<file path="src/rtl/evcd_pkg.sv">
// Shared types, codes and default sizes for the vendor command dispatcher.
package evcd_pkg;

  // Default sizes handed to the top-level parameters.
  localparam int STRING_LEN_DEF       = 32;
  localparam int PARAM_DEPTH_DEF      = 32;
  localparam int ZERO_REPLY_BYTES_DEF = 2;

  // Command and sub-command bytes.
  localparam logic [7:0] CMD_VENDOR = 8'h59;
  localparam logic [7:0] SUB_PARAMS = 8'hD0;
  localparam logic [7:0] SUB_SERIAL = 8'hD5;
  localparam logic [7:0] SUB_MAKER  = 8'hD6;
  localparam logic [7:0] ZERO_REPLY = 8'h00;

  // Configuration register indexes.
  localparam logic [1:0] CFG_DATA_PORT = 2'd0;
  localparam logic [1:0] CFG_CMD_PORT  = 2'd1;
  localparam logic [1:0] CFG_MAX_PARAM = 2'd2;

  // Result kinds.
  localparam logic KIND_RESP  = 1'b0;
  localparam logic KIND_PARAM = 1'b1;

  typedef enum logic [2:0] {
    ACT_WRITE    = 3'd0,
    ACT_READ     = 3'd1,
    ACT_FLUSH    = 3'd2,
    ACT_LOAD_SER = 3'd3,
    ACT_LOAD_MAK = 3'd4
  } action_t;

  typedef enum logic [1:0] {
    ST_OK        = 2'd0,
    ST_UNSUP     = 2'd1,
    ST_NOT_READY = 2'd2
  } status_t;

  // Commands from the controller to the datapath.
  typedef struct packed {
    logic capture;
    logic lookup;
    logic exec_fire;
    logic drain_read;
    logic drain_fire;
  } ctrl_cmd_t;

  // Status from the datapath back to the controller.
  typedef struct packed {
    logic out_free;
    logic has_drain;
    logic drain_last;
  } ctrl_sts_t;

endpackage

</file>
<file path="src/rtl/evcd_ram.sv">
// Generic single-write, single-read RAM with a registered read port.
module evcd_ram #(
  parameter int WIDTH = 8,
  parameter int DEPTH = 32,
  localparam int AW = (DEPTH > 1) ? $clog2(DEPTH) : 1
) (
  input  logic             clk,
  input  logic             we,
  input  logic [AW-1:0]    waddr,
  input  logic [WIDTH-1:0] wdata,
  input  logic             re,
  input  logic [AW-1:0]    raddr,
  output logic [WIDTH-1:0] rdata
);

  logic [WIDTH-1:0] mem [DEPTH];

  always_ff @(posedge clk) begin
    if (we) begin
      mem[waddr] <= wdata;
    end
    if (re) begin
      rdata <= mem[raddr];
    end
  end

endmodule

</file>
<file path="src/rtl/evcd_ctrl.sv">
// Sequencer that steps each beat through lookup, execute and parameter drain.
module evcd_ctrl (
  input  logic                  clk,
  input  logic                  rst,
  input  logic                  in_valid,
  output logic                  in_stall,
  input  evcd_pkg::ctrl_sts_t   sts,
  output evcd_pkg::ctrl_cmd_t   cmd
);

  import evcd_pkg::*;

  typedef enum logic [4:0] {
    S_IDLE = 5'b00001,
    S_LOOK = 5'b00010,
    S_EXEC = 5'b00100,
    S_DRD  = 5'b01000,
    S_DOUT = 5'b10000
  } state_t;

  state_t state;
  state_t state_next;

  always_comb begin
    cmd.capture    = (state == S_IDLE) && in_valid;
    cmd.lookup     = (state == S_LOOK);
    cmd.exec_fire  = (state == S_EXEC) && sts.out_free;
    cmd.drain_read = (state == S_DRD);
    cmd.drain_fire = (state == S_DOUT) && sts.out_free;
    in_stall       = (state != S_IDLE);
  end

  always_comb begin
    state_next = state;
    case (state)
      S_IDLE: begin
        if (in_valid) state_next = S_LOOK;
      end
      S_LOOK: state_next = S_EXEC;
      S_EXEC: begin
        if (sts.out_free) state_next = sts.has_drain ? S_DRD : S_IDLE;
      end
      S_DRD:  state_next = S_DOUT;
      S_DOUT: begin
        if (sts.out_free) state_next = sts.drain_last ? S_IDLE : S_DRD;
      end
      default: state_next = S_IDLE;
    endcase
  end

  always_ff @(posedge clk) begin
    if (rst) begin
      state <= S_IDLE;
    end else begin
      state <= state_next;
    end
  end

endmodule

</file>
<file path="src/rtl/evcd_dpath.sv">
// Datapath: configuration, protocol state, stores and the output register.
module evcd_dpath #(
  parameter int STRING_LEN       = evcd_pkg::STRING_LEN_DEF,
  parameter int PARAM_DEPTH      = evcd_pkg::PARAM_DEPTH_DEF,
  parameter int ZERO_REPLY_BYTES = evcd_pkg::ZERO_REPLY_BYTES_DEF
) (
  input  logic                clk,
  input  logic                rst,
  input  logic                cfg_wen,
  input  logic [1:0]          cfg_index,
  input  logic [15:0]         cfg_data,
  input  logic [2:0]          action,
  input  logic [15:0]         port,
  input  logic [7:0]          write_byte,
  input  logic [4:0]          char_index,
  output logic                out_valid,
  input  logic                out_stall,
  output logic                kind,
  output logic [1:0]          status,
  output logic [7:0]          read_byte,
  output logic                dispatched,
  output logic [5:0]          param_count,
  output logic [7:0]          param_byte,
  output logic                last,
  input  evcd_pkg::ctrl_cmd_t cmd,
  output evcd_pkg::ctrl_sts_t sts
);

  import evcd_pkg::*;

  localparam int SAW = (STRING_LEN > 1) ? $clog2(STRING_LEN) : 1;
  localparam int PAW = (PARAM_DEPTH > 1) ? $clog2(PARAM_DEPTH) : 1;
  localparam logic [5:0] STR_LEN6   = 6'(STRING_LEN);
  localparam logic [5:0] PDEPTH6    = 6'(PARAM_DEPTH);
  localparam logic [1:0] ZERO_BYTES = 2'(ZERO_REPLY_BYTES);

  typedef enum logic [4:0] {
    MODE_IDLE     = 5'b00001,
    MODE_WAIT_SUB = 5'b00010,
    MODE_COLLECT  = 5'b00100,
    MODE_READ     = 5'b01000,
    MODE_ZERO     = 5'b10000
  } mode_t;

  // Configuration.
  logic [15:0] data_addr;
  logic [15:0] cmd_addr;
  logic [5:0]  max_param;

  // Captured beat.
  logic [2:0]  act_q;
  logic [15:0] port_q;
  logic [7:0]  wb_q;
  logic [4:0]  ci_q;

  // Protocol state.
  mode_t       mode;
  mode_t       mode_next;
  logic [7:0]  pend;
  logic [7:0]  pend_next;
  logic [5:0]  fill;
  logic [5:0]  fill_next;
  logic [5:0]  sri;
  logic [5:0]  sri_next;
  logic [1:0]  zrc;
  logic [1:0]  zrc_next;

  logic [STRING_LEN-1:0] ser_vld;
  logic [STRING_LEN-1:0] mak_vld;
  logic                  str_hit;
  logic [5:0]            dcount;
  logic [5:0]            drain_idx;

  // Execute-step results.
  status_t     st_c;
  logic [7:0]  rb_c;
  logic        disp_c;
  logic [5:0]  dcount_c;
  logic        pwe_c;
  logic        ser_we_c;
  logic        mak_we_c;
  logic [5:0]  cap;
  logic [5:0]  fill_cur;
  logic [1:0]  zrc_inc;
  logic        ci_ok;
  logic [5:0]  ci6;
  logic [7:0]  str_byte;
  logic        sri_ok;

  logic [7:0]  ser_q;
  logic [7:0]  mak_q;
  logic [7:0]  par_q;

  assign ci6    = {1'b0, ci_q};
  assign ci_ok  = (ci6 < STR_LEN6);
  assign sri_ok = (sri < STR_LEN6);
  assign cap    = ((max_param == 6'd0) || (max_param > PDEPTH6)) ? PDEPTH6 : max_param;
  assign str_byte = str_hit ? ((pend == SUB_SERIAL) ? ser_q : mak_q) : 8'h00;

  always_ff @(posedge clk) begin
    if (rst) begin
      data_addr <= 16'd98;
      cmd_addr  <= 16'd102;
      max_param <= 6'd0;
    end else if (cfg_wen) begin
      case (cfg_index)
        CFG_DATA_PORT: data_addr <= cfg_data;
        CFG_CMD_PORT:  cmd_addr  <= cfg_data;
        CFG_MAX_PARAM: max_param <= cfg_data[5:0];
        default: ;
      endcase
    end
  end

  always_ff @(posedge clk) begin
    if (cmd.capture) begin
      act_q  <= action;
      port_q <= port;
      wb_q   <= write_byte;
      ci_q   <= char_index;
    end
  end

  // Lookup: sample the valid bit of the string entry that a read would return.
  always_ff @(posedge clk) begin
    if (cmd.lookup) begin
      str_hit <= sri_ok && ((pend == SUB_SERIAL) ? ser_vld[sri[SAW-1:0]]
                                                 : mak_vld[sri[SAW-1:0]]);
    end
  end

  always_comb begin
    st_c      = ST_UNSUP;
    rb_c      = 8'h00;
    disp_c    = 1'b0;
    dcount_c  = fill;
    pwe_c     = 1'b0;
    ser_we_c  = 1'b0;
    mak_we_c  = 1'b0;
    mode_next = mode;
    pend_next = pend;
    fill_next = fill;
    sri_next  = sri;
    zrc_next  = zrc;
    zrc_inc   = zrc + 2'd1;
    fill_cur  = (fill < PDEPTH6) ? (fill + 6'd1) : fill;
    case (act_q)
      ACT_WRITE: begin
        if (port_q == cmd_addr) begin
          if (mode == MODE_COLLECT) begin
            disp_c   = 1'b1;
            dcount_c = fill;
          end
          fill_next = 6'd0;
          pend_next = 8'h00;
          sri_next  = 6'd0;
          zrc_next  = 2'd0;
          if (wb_q == CMD_VENDOR) begin
            mode_next = MODE_WAIT_SUB;
            st_c      = ST_OK;
          end else begin
            mode_next = MODE_IDLE;
            st_c      = ST_UNSUP;
          end
        end else if (port_q == data_addr) begin
          case (mode)
            MODE_WAIT_SUB: begin
              st_c      = ST_OK;
              pend_next = wb_q;
              if (wb_q == SUB_PARAMS) begin
                mode_next = MODE_COLLECT;
                fill_next = 6'd0;
              end else if ((wb_q == SUB_SERIAL) || (wb_q == SUB_MAKER)) begin
                mode_next = MODE_READ;
                sri_next  = 6'd0;
              end else begin
                mode_next = MODE_ZERO;
                zrc_next  = 2'd0;
              end
            end
            MODE_COLLECT: begin
              st_c  = ST_OK;
              pwe_c = (fill < PDEPTH6);
              if (fill_cur >= cap) begin
                disp_c    = 1'b1;
                dcount_c  = fill_cur;
                fill_next = 6'd0;
                mode_next = MODE_IDLE;
              end else begin
                fill_next = fill_cur;
              end
            end
            default: st_c = ST_NOT_READY;
          endcase
        end
      end
      ACT_READ: begin
        if (port_q == data_addr) begin
          case (mode)
            MODE_ZERO: begin
              st_c     = ST_OK;
              rb_c     = ZERO_REPLY;
              zrc_next = zrc_inc;
              if (zrc_inc >= ZERO_BYTES) mode_next = MODE_IDLE;
            end
            MODE_READ: begin
              if ((pend == SUB_SERIAL) || (pend == SUB_MAKER)) begin
                st_c = ST_OK;
                rb_c = str_byte;
                if (str_byte == 8'h00) begin
                  mode_next = MODE_IDLE;
                end else begin
                  sri_next = sri + 6'd1;
                end
              end
            end
            default: st_c = ST_NOT_READY;
          endcase
        end
      end
      ACT_FLUSH: begin
        if (mode == MODE_COLLECT) begin
          disp_c    = 1'b1;
          dcount_c  = fill;
          fill_next = 6'd0;
          mode_next = MODE_IDLE;
          st_c      = ST_OK;
        end else begin
          st_c = ST_NOT_READY;
        end
      end
      ACT_LOAD_SER: begin
        ser_we_c = ci_ok;
        st_c     = ST_OK;
      end
      ACT_LOAD_MAK: begin
        mak_we_c = ci_ok;
        st_c     = ST_OK;
      end
      default: st_c = ST_UNSUP;
    endcase
  end

  always_ff @(posedge clk) begin
    if (rst) begin
      mode    <= MODE_IDLE;
      pend    <= 8'h00;
      fill    <= 6'd0;
      sri     <= 6'd0;
      zrc     <= 2'd0;
      ser_vld <= '0;
      mak_vld <= '0;
    end else if (cmd.exec_fire) begin
      mode <= mode_next;
      pend <= pend_next;
      fill <= fill_next;
      sri  <= sri_next;
      zrc  <= zrc_next;
      if (ser_we_c) ser_vld[ci6[SAW-1:0]] <= 1'b1;
      if (mak_we_c) mak_vld[ci6[SAW-1:0]] <= 1'b1;
    end
  end

  always_ff @(posedge clk) begin
    if (cmd.exec_fire) begin
      dcount    <= disp_c ? dcount_c : 6'd0;
      drain_idx <= 6'd0;
    end else if (cmd.drain_fire) begin
      drain_idx <= drain_idx + 6'd1;
    end
  end

  evcd_ram #(.WIDTH(8), .DEPTH(STRING_LEN)) u_ser_ram (
    .clk   (clk),
    .we    (cmd.exec_fire && ser_we_c),
    .waddr (ci6[SAW-1:0]),
    .wdata (wb_q),
    .re    (cmd.lookup),
    .raddr (sri[SAW-1:0]),
    .rdata (ser_q)
  );

  evcd_ram #(.WIDTH(8), .DEPTH(STRING_LEN)) u_mak_ram (
    .clk   (clk),
    .we    (cmd.exec_fire && mak_we_c),
    .waddr (ci6[SAW-1:0]),
    .wdata (wb_q),
    .re    (cmd.lookup),
    .raddr (sri[SAW-1:0]),
    .rdata (mak_q)
  );

  evcd_ram #(.WIDTH(8), .DEPTH(PARAM_DEPTH)) u_par_ram (
    .clk   (clk),
    .we    (cmd.exec_fire && pwe_c),
    .waddr (fill[PAW-1:0]),
    .wdata (wb_q),
    .re    (cmd.drain_read),
    .raddr (drain_idx[PAW-1:0]),
    .rdata (par_q)
  );

  // Output register.
  always_ff @(posedge clk) begin
    if (rst) begin
      out_valid <= 1'b0;
    end else if (cmd.exec_fire || cmd.drain_fire) begin
      out_valid <= 1'b1;
    end else if (!out_stall) begin
      out_valid <= 1'b0;
    end
  end

  always_ff @(posedge clk) begin
    if (cmd.exec_fire) begin
      kind        <= KIND_RESP;
      status      <= st_c;
      read_byte   <= rb_c;
      dispatched  <= disp_c;
      param_count <= disp_c ? dcount_c : 6'd0;
      param_byte  <= 8'h00;
      last        <= !(disp_c && (dcount_c != 6'd0));
    end else if (cmd.drain_fire) begin
      kind        <= KIND_PARAM;
      status      <= ST_OK;
      read_byte   <= 8'h00;
      dispatched  <= 1'b1;
      param_count <= dcount;
      param_byte  <= par_q;
      last        <= (drain_idx + 6'd1 == dcount);
    end
  end

  assign sts.out_free   = !out_valid || !out_stall;
  assign sts.has_drain  = disp_c && (dcount_c != 6'd0);
  assign sts.drain_last = (drain_idx + 6'd1 == dcount);

endmodule

</file>
<file path="src/rtl/ec_vendor_command_dispatch.sv">
// Top level of the embedded-controller vendor command dispatcher.
// The access response beat is loaded into the output register by the execute step,
// after the capture and lookup steps. A new input beat is taken only once the
// sequencer is idle again, after any forwarded parameter bytes have been drained.
// Reset: synchronous rst restores the port addresses and capacity, idles the protocol,
// and clears the serial and maker strings at once through per-entry valid bits.
module ec_vendor_command_dispatch #(
  parameter int STRING_LEN       = evcd_pkg::STRING_LEN_DEF,
  parameter int PARAM_DEPTH      = evcd_pkg::PARAM_DEPTH_DEF,
  parameter int ZERO_REPLY_BYTES = evcd_pkg::ZERO_REPLY_BYTES_DEF
) (
  input  logic        clk,
  input  logic        rst,
  input  logic        cfg_wen,
  input  logic [1:0]  cfg_index,
  input  logic [15:0] cfg_data,
  input  logic        in_valid,
  output logic        in_stall,
  input  logic [2:0]  action,
  input  logic [15:0] port,
  input  logic [7:0]  write_byte,
  input  logic [4:0]  char_index,
  output logic        out_valid,
  input  logic        out_stall,
  output logic        kind,
  output logic [1:0]  status,
  output logic [7:0]  read_byte,
  output logic        dispatched,
  output logic [5:0]  param_count,
  output logic [7:0]  param_byte,
  output logic        last
);

  import evcd_pkg::*;

  // The controller owns sequencing only; every stored value of the protocol
  // (mode, sub-command, fill level, string index, the three stores) lives in
  // the datapath. Each input beat is captured, then the string stores are read
  // in a lookup cycle, then the execute cycle updates the protocol state and
  // loads the access response into the output register. A dispatch then
  // drains the collected parameter bytes, each read from the parameter store
  // and sent as its own result beat. The output register lets the next input
  // beat be taken while the final result beat still waits downstream.
  ctrl_cmd_t cmd;
  ctrl_sts_t sts;

  evcd_ctrl u_ctrl (
    .clk      (clk),
    .rst      (rst),
    .in_valid (in_valid),
    .in_stall (in_stall),
    .sts      (sts),
    .cmd      (cmd)
  );

  evcd_dpath #(
    .STRING_LEN       (STRING_LEN),
    .PARAM_DEPTH      (PARAM_DEPTH),
    .ZERO_REPLY_BYTES (ZERO_REPLY_BYTES)
  ) u_dpath (
    .clk         (clk),
    .rst         (rst),
    .cfg_wen     (cfg_wen),
    .cfg_index   (cfg_index),
    .cfg_data    (cfg_data),
    .action      (action),
    .port        (port),
    .write_byte  (write_byte),
    .char_index  (char_index),
    .out_valid   (out_valid),
    .out_stall   (out_stall),
    .kind        (kind),
    .status      (status),
    .read_byte   (read_byte),
    .dispatched  (dispatched),
    .param_count (param_count),
    .param_byte  (param_byte),
    .last        (last),
    .cmd         (cmd),
    .sts         (sts)
  );

endmodule

</file>
<file path="config.mk">
export PLATFORM = sky130hd
export DESIGN_NAME = ec_vendor_command_dispatch
export DESIGN_NICKNAME = d
export VERILOG_FILES = /design/src/rtl/evcd_pkg.sv /design/src/rtl/evcd_ram.sv /design/src/rtl/evcd_ctrl.sv /design/src/rtl/evcd_dpath.sv /design/src/rtl/ec_vendor_command_dispatch.sv
export SDC_FILE = /design/constraint.sdc
export NUM_CORES = 1
export LEC_CHECK = 0
export ABC_AREA = 1
export ABC_CLOCK_PERIOD_IN_PS = 3010
export BUFFER_PORTS_ARGS = -buffer_cell sky130_fd_sc_hd__buf_4
export CORE_MARGIN = 1.5
export CORE_UTILIZATION = 50
export DETAILED_ROUTE_END_ITERATION = 12
export PLACE_DENSITY = 0.68
export REMOVE_ABC_BUFFERS = 1
export SLEW_MARGIN = 15
export SYNTH_ARGS = -nofsm -noshare
export SYNTH_HDL_FRONTEND = slang
export SYNTH_HIERARCHICAL = 1
export SYNTH_SLANG_ARGS = --single-unit
</file>
<file path="constraint.sdc">
create_clock -name clk -period 3.01 [get_ports clk]
set_input_delay 0.301 -clock clk [delete_from_list [all_inputs] [get_ports clk]]
set_output_delay 0.301 -clock clk [all_outputs]
set_load 0.02 [all_outputs]
</file>
==> results.sh <==
export IMPL_drc_errors=0
export IMPL_via_count=29900
export IMPL_report_final_slew_viol_count=0
export IMPL_clock_latency_ns=0.67
export IMPL_syn2layout_area_growth_pct=13.5
export IMPL_layout_nets=4367
export IMPL_final_cell_area_sq_um=48200
export IMPL_pin_count=84
export IMPL_antenna_found_initial=1
export IMPL_power_leakage_uw=0.0181
export IMPL_grtUsageTotal=0.236
export IMPL_ys_ff_latch=999
export IMPL_min_delay_path_depth=3
export IMPL_cp_slowest_cell="dfxtp_2"
export IMPL_clkPwrFrac=0.415
export IMPL_firstDrtPassIters=7
export IMPL_dieWidth_um=295
export IMPL_hold_slack_ns=0.0535
export IMPL_worstSetupPathType="reg2reg"
export IMPL_worst_setup_path_end_kind="register"
export IMPL_cp_required_ns=3.57
export IMPL_fmax_mhz=340
export IMPL_ff2ff_path_depth=28
export IMPL_cts_sinks=999
export IMPL_final_layout_size_suffix_gt1_frac=0.110
export IMPL_skew_ns=0.0540
export IMPL_outcome="finished, final reports clean"
export IMPL_yosysTopAreaCellShare=0.600
export IMPL_synth_seq_area_share=0.671
export IMPL_routedWlPerCell_um=18.8
export IMPL_hp_class="in2reg"
export IMPL_htreeDepth=3
export IMPL_die_area_sq_um=86800
export IMPL_synthArstFlopShare=0
export IMPL_setup_viol_count_final=0
export IMPL_grt_setup_unrepaired="yes"
export IMPL_ant_nets=0
export IMPL_first_iter_violations=3061
export IMPL_syn_cell_area_sq_um=42500
export IMPL_routed_via_density=5.42
export IMPL_comb_power_share=0.034
export IMPL_dp_hpwl_mm=62.1
export IMPL_grt_ovfl_total=0
export IMPL_core_region_area_sq_um=84000
export IMPL_period_needed_ns=2.94
export IMPL_syn_inst=4084
export IMPL_ff2ff_setup_slack_ns=0.07
export IMPL_rows=106
export IMPL_synthFlopType="edfxtp_1"
export IMPL_placed_area_sq_um=44600
export IMPL_p_int_uw=21800
export IMPL_pwr_share_seq=0.551
export IMPL_io_buffer_count=83
export IMPL_synth_edf_count=849
export IMPL_peakVddDrop_uv=414
export IMPL_path_clk_slew_ns=0.06
export IMPL_p_per_area_nw_per_um2=574
export IMPL_numCtsBuffers=99
export IMPL_max_cap_viol_count=0
export IMPL_worstSetupStartpointType="register"
export IMPL_synth_commonest_cells="nand2_1, edfxtp_1, nand3_1"
export IMPL_grt_pass1_vias=28500
export IMPL_slew_headroom=0.353
export IMPL_cp_data_arrival_time_ns=3.50
export IMPL_cp_max_fo=5
export IMPL_cts_tree="built"
export IMPL_cp_slowest_stage_delay_ns=0.33
export IMPL_finalCritPeriodShare=0.976
export IMPL_hold_violations=0
export IMPL_initial_core_util=0.506
export IMPL_ys_warn_count=6
export IMPL_yosysMostFrequentCell="nand2_1"
export IMPL_ys_types=44
export IMPL_n_fill_cell=6969
export IMPL_die_y_um=295
export IMPL_synth_avg_cell_area_sq_um=10.4
export IMPL_grt_pass1_wl_mm=159
export IMPL_routabilityCongestion=0.877
export IMPL_drt_wl_total_mm=103
export IMPL_switchingPower_uw=5830
export IMPL_worstMarginPinSlew_ns=0.970
export IMPL_grt_max_degree=130
export IMPL_cts_buffer_depth=3
export IMPL_switching_share=0.211
export IMPL_yosys_area_top_type="edfxtp_1"
export IMPL_cts_root_buf="clkbuf_16"
export IMPL_synth_area_leaders="edfxtp_1, nand2_1, nand3_1"
[per-stage QoR]
stage / worst slack, ns / instances / util / TNS, ns / power [uW]
after floorplan: -5.64 / 3882 / - / -1085.00 / 16000
after global placement: 0.0600 / 5282 / 0.531 / 0 / 16400
after detailed placement: -0.0279 / 5282 / 0.531 / -0.195 / 16400
after CTS: 0.00868 / 5511 / 0.573 / 0 / 27900
after global routing: -0.213 / 5515 / 0.574 / -0.289 / 28500
final: 0.0720 / 5516 / 0.575 / 0 / 27700
[registers in the layout, indices dropped and copies added (netlist names), 16 cells and up]
| register | count |
|---|---|
| u_dpath/u_mak_ram/mem | 256 |
| u_dpath/u_par_ram/mem | 256 |
| u_dpath/u_ser_ram/mem | 256 |
| u_dpath/mak_vld | 32 |
| u_dpath/ser_vld | 32 |
| u_dpath/cmd_addr | 16 |
| u_dpath/data_addr | 16 |
| u_dpath/port_q | 16 |
[placed cells by master (no fill, tap or decap), drive strengths merged]
| cell | instances |
|---|---|
| nand3b | 1 |
| a41oi | 1 |
| clkbuf | 132 |
| o21a | 1 |
| nand4 | 33 |
| inv | 196 |
| o211ai | 14 |
| dfxtp | 150 |
| ha | 9 |
| a21oi | 124 |
| a22oi | 8 |
| and2 | 1 |
| clkinvlp | 1 |
| o22ai | 8 |
| a31oi | 1 |
| edfxtp | 849 |
| nand3 | 680 |
| nor3 | 14 |
| bufinv | 3 |
| buf | 270 |
| diode | 1 |
| or2 | 2 |
| clkinv | 45 |
| nor2 | 302 |
| o21ai | 78 |
| nand2 | 1378 |
| nor4 | 2 |
| xnor2 | 18 |
| nor3b | 1 |
| dlygate4sd3 | 50 |
| xor2 | 9 |
[worst max-delay path, delay by kind of cell (launching register included)]
family,cells,cell delay (ns)
flip-flops,1,0.33
buffers and inverters,7,0.46
AO/OA/AOI/OAI,1,0.05
AND/OR/NAND/NOR,19,1.71
adder cells (fa/ha/maj),1,0.27
[cell families (layout without fill, tap and decap cells)]
group                    count (synthesis)  count (layout)  synth area share
XOR/XNOR                                27              27           0.00556
other                                    0               1                 0
adder cells (fa/ha/maj)                  9               9           0.00265
AND/OR/NAND/NOR                       2414            2414             0.240
buffers and inverters                  400             697            0.0517
flip-flops                             999             999             0.671
AO/OA/AOI/OAI                          235             235            0.0296
[path summary, 6_finish.rpt]
path                    startpoint                     to
max reg2reg   u_dpath/max_param[4]        u_ctrl/state[0]
min                            rst        u_dpath/mode[0]
min reg2reg  u_dpath/param_byte[5]  u_dpath/param_byte[5]
max           u_dpath/max_param[4]        u_ctrl/state[0]
[power by group through the flow]
stage	Clock [uW]	Combinational [uW]	Sequential, uW
3_5_place_dp	0	865	15500
6_report	11500	935	15200
3_3_place_gp	0	851	15500
5_1_grt	12300	1030	15200
2_1_floorplan	0	323	15600
4_1_cts	11700	922	15200
[layout make-up]
class	count	area (sq um)	share of cell area
clock buffers	132	2650	0.0550
flip-flops and latches	999	28500	0.591
multi-input cells	2685	11900	0.247
clock inverters	47	334	0.00693
diodes	1	2.50	0.0000519
repair buffers	320	2660	0.0552
inverters	198	747	0.0155
well taps	1134	1420	0.0294
[routing by layer]
layer	vias up	wire [um]	global-route usage
li1	14300	-	-
met1	14200	44000	0.326
met2	1127	48700	0.380
met3	206	7400	0.0376
met4	0	3380	0.0839
met5	-	0	0
[timing repair]
action | 4_1_cts | 5_1_grt
gates resized for setup | 1 | 30
hold buffers | 50 | 0
pin swaps | 0 | 21
buffers inserted | 0 | 4
endpoints found under the setup margin | 26 | 220
endpoints found under the hold margin | 73 | 0
Note: power is estimated with default switching activity, not from simulation.
